--- src/hdl/tlfc_rsat.sv ---
// Ratio resolve stage: saturation and sign gating of r, van Leer operands, clamp to one.
// One register stage; no package dependencies.
`default_nettype none

module tlfc_rsat #(
    parameter int FRAC_BITS = 16
) (
    input  wire                      i_clk,
    input  wire                      i_rst_n,
    input  wire                      i_en,
    input  wire                      i_valid,
    input  wire  [30:0]              i_q,
    input  wire                      i_pos,
    input  wire                      i_sat,
    input  wire  signed [32:0]       i_ddn,
    input  wire  [61-FRAC_BITS:0]    i_mag,
    input  wire                      i_last,
    output logic                     o_valid,
    output logic [31+FRAC_BITS:0]    o_vnum,
    output logic [31:0]              o_vden,
    output logic [FRAC_BITS:0]       o_m,
    output logic signed [32:0]       o_ddn,
    output logic [61-FRAC_BITS:0]    o_mag,
    output logic                     o_last
);

    localparam logic [31:0] ONE = 32'(1) << FRAC_BITS;

    logic [30:0]            w_r;
    logic [31+FRAC_BITS:0]  n_vnum;
    logic [31:0]            n_vden;
    logic [FRAC_BITS:0]     n_m;

    logic                   r_vld;
    logic [31+FRAC_BITS:0]  r_vnum;
    logic [31:0]            r_vden;
    logic [FRAC_BITS:0]     r_m;
    logic signed [32:0]     r_ddn;
    logic [61-FRAC_BITS:0]  r_mag;
    logic                   r_last;

    // A non-positive ratio makes every limiter zero, so it is carried as zero.
    assign w_r    = !i_pos ? '0 : (i_sat ? '1 : i_q);
    assign n_vnum = {w_r, (FRAC_BITS + 1)'(0)};
    assign n_vden = 32'(w_r) + ONE;
    assign n_m    = (32'(w_r) >= ONE) ? (FRAC_BITS + 1)'(ONE) : (FRAC_BITS + 1)'(w_r);

    always_ff @(posedge i_clk) begin
        if (!i_rst_n) begin
            r_vld <= 1'b0;
        end else if (i_en) begin
            r_vld <= i_valid;
        end
    end

    always_ff @(posedge i_clk) begin
        if (i_en) begin
            r_vnum <= n_vnum;
            r_vden <= n_vden;
            r_m    <= n_m;
            r_ddn  <= i_ddn;
            r_mag  <= i_mag;
            r_last <= i_last;
        end
    end

    assign o_valid = r_vld;
    assign o_vnum  = r_vnum;
    assign o_vden  = r_vden;
    assign o_m     = r_m;
    assign o_ddn   = r_ddn;
    assign o_mag   = r_mag;
    assign o_last  = r_last;

endmodule

`default_nettype wire

--- config.mk ---
export PLATFORM = sky130hd
export DESIGN_NAME = tlfc_rsat
export DESIGN_NICKNAME = d
export VERILOG_FILES = /design/src/hdl/tlfc_rsat.sv
export SDC_FILE = /design/constraint.sdc
export NUM_CORES = 1
export LEC_CHECK = 0
export BUFFER_PORTS_ARGS = -buffer_cell sky130_fd_sc_hd__buf_2
export CAP_MARGIN = 20
export CORE_MARGIN = 1.5
export CORE_UTILIZATION = 40
export CTS_CLUSTER_SIZE = 14
export DETAILED_ROUTE_END_ITERATION = 8
export GPL_TIMING_DRIVEN = 1
export PLACE_DENSITY = 0.81
export SYNTH_ARGS = -nofsm -noshare
export SYNTH_HDL_FRONTEND = slang
export SYNTH_SLANG_ARGS = --single-unit
--- constraint.sdc ---
create_clock -name i_clk -period 2.38 [get_ports i_clk]
set_input_delay 0.357 -clock i_clk [delete_from_list [all_inputs] [get_ports i_clk]]
set_output_delay 0.357 -clock i_clk [all_outputs]
set_load 0.05 [all_outputs]
==> metrics.md <==
| Metric | Value |
|---|---|
| Ys Warns | 0 |
| Worst Setup SP | i_pos |
| GRT busiest layer | met2 |
| Post-synthesis sequential area ratio | 0.795 |
| Die Width | 120 um |
| Via density | 4.75 |
| CP Launch Type | input port |
| H-tree levels | 4 |
| Post-cts sizing count | 0 |
| Final period util | 0.702 |
| Async S/R FF share, synth | 0 |
| Syn Inst Count | about 310 |
| Kind of end point of the critical path | flip-flop |
| Inserted Diodes | 0 |
| Port bufs | 277 |
| Met2 GRT Util | 0.328 |
| Die area | 14400 sq um |
| Total GRT Usage | 0.190 |
| Pleak | 3.16 nW |
| Outcome | finished, final reports clean |
| Final Max Slew Viols | 0 |
| Post-synth cell types | roughly 40 |
| Syn Area/Cell | 17.5 sq um |
| Hold crit path type | input port to flip-flop |
| Post-layout min period | 1670 ps |
| Post-Layout Inst Area | 7470 sq um |
| Met1 usage | 0.211 |
| Placed Area | 6910 sq um |
| EDFF count, synth | between 100 and 150 |
| Crit Reg-Reg Startpoint | o_valid |
| TritonCTS Buffers | 17 |
| DRC | 0 |
| Fraction of layout cells with a size suffix above 1 | 0.537 |
| Iter 0 DRT Violations | 241 |
| DRT Wirelength | 13900 um |
| Via count of the routed design | 3689 |
| Worst-case clock buffer depth | 2 |
| Peak VDD IR | 0.000396 V |
| Max-cap viol count | 0 |
| # Post-CTS Setup Buffers | 0 |
| P per Cell Area | 941 nW/um^2 |
| Worst skew pair latency | 400 ps |
| Arr. time, crit path | 1910 ps |
| Initial core utilization | 0.411 |
| Clk pin slew, worst setup/hold paths | roughly 60 ps |
| First-pass GRT wire length | 19800 um |
| Root buffer cell | clkbuf_16 |
| Largest net degree at the start of global routing | 60 |
| Core area | 13300 sq um |
| Commonest cells in the netlist | 144 x edfxtp_1, 33 x buf_4, 24 x o21a_1, 18 x nor2b_1, 12 x nor2_1 |
| Std-Cell Rows | 42 |
| Seq cells post-synth | 145 |
| CTS tree | done |
| Die H | between 100 and 150 um |
| Unrepaired setup endpoints after global routing | false |
| Synth top area share | 0.792 |
| Min-delay src | i_mag[12] |
| Final setup TNS | 0 ps |
| Last weighted congestion value of the routability-driven placer | 0.843 |
| Max Clock Skew | 0 ps |
| Initial antenna violation count | 0 |
| TritonCTS sink count | 145 |
| Average wire per cell in the routed design | between 15 and 20 um |
| Final setup viols | 0 |
| Post-synth top area cell | edfxtp_1 |
| DRT antenna net count | 0 |
| Vias in the first global route | 3511 |
| GRT overflow | 0 |
| Max Freq | 599 MHz |
| Area grow syn2layout | 36.8% |
| Mapped cell area | 5460 sq um |
| Crit Path Max Fanout | 6 |
| DRT Pass-1 Iters | 4 |
| Met3 Track Usage GR | 0.0651 |
| Nets@finish | 706 |
| Dpl hpwl | 10400 um |
| Crit Path Category | input port to flip-flop |
| Hold_buf cts | 0 |
| Final Hold Fails | 0 |
| I/O pin cnt | 295 |
| Total power | 7.03 mW |
| Worst EP required | approximately 2600 ps |
| Top-count cell post-synth | edfxtp_1 |
| Most used DFF post-synth | edfxtp_1 |
| Synth top area cells | edfxtp_1 79%, buf_4 4.5%, o21a_1 3.3% |
## logic make-up after synthesis
| group | share of synthesized area |
|---|---|
| compound gates | 0.0493 |
| xor+xnor | 0.0144 |
| fa+ha+maj | 0.00458 |
| buf+inv | 0.0589 |
| flops | 0.795 |
| mux | 0.00573 |
| other cells | 0.000687 |
| simple gates | 0.0710 |
## placed cells by master, fill, tap and decap left out, drive strengths merged, types with 3 or more instances in the layout
master | netlist | routed
nand2 | 6 | 6
edfxtp | 144 | 144
nor4 | 9 | 9
nand4 | 4 | 4
conb | 1 | 17
inv | 6 | 8
clkinvlp | 0 | 5
nor2b | 18 | 18
clkinv | 0 | 5
o21ai | 5 | 5
clkbuf | 3 | 18
buf | 40 | 283
nor2 | 12 | 12
xor2 | 3 | 3
nand3 | 6 | 6
xnor2 | 6 | 6
o21a | 24 | 24
## critical path: stages
cell	delay, ps
buf_2	110
o21ai_0	120
inv_1	130
ha_1	200
nand2_1	110
nor3_4	300
or3b_1	370
o221ai_1	190
## state kept, by name (all words and copies together) (netlist names)
name / count
o_ddn: 33
o_last: 1
o_m: 17
o_mag: 46
o_valid: 1
o_vden: 32
o_vnum: 15
## through the flow
stage,setup WS (ps),utilization,hold WS [ps],cells
final,710,0.562,115,776
after detailed placement,294,0.519,535,744
after floorplan,49.6,-,456,328
after CTS,701,0.562,98.0,776
after global placement,443,0.519,525,744
after global routing,550,0.562,96.5,776
## metal layers
metal  routed length, um  part of all wire
met5                   0                 0
met4                 335             0.024
met3                1190             0.086
met2                7310              0.52
met1                5090              0.37
## worst paths after layout
check / end / slack, ps / cells after the start
max: o_vden[30] / 710 / 8
min: o_mag[12] / 110 / 1
min reg2reg: o_valid / 600 / 2
max reg2reg: o_valid / 1720 / 2
## report_power, final
group	switching, mW	internal [mW]
Clock	0.993	1.53
Sequential	0.0614	3.04
Combinational	1.12	0.276
## cell type report
type	instances	area, sq um
inverter	6	22.5
clock buffer	18	429
multi-input combinational	134	856
tap	176	220
fill	1074	5820
clock inverter	14	139
timing repair buffer	283	1460
sequential	145	4340
(Power assumes the default switching activity.)
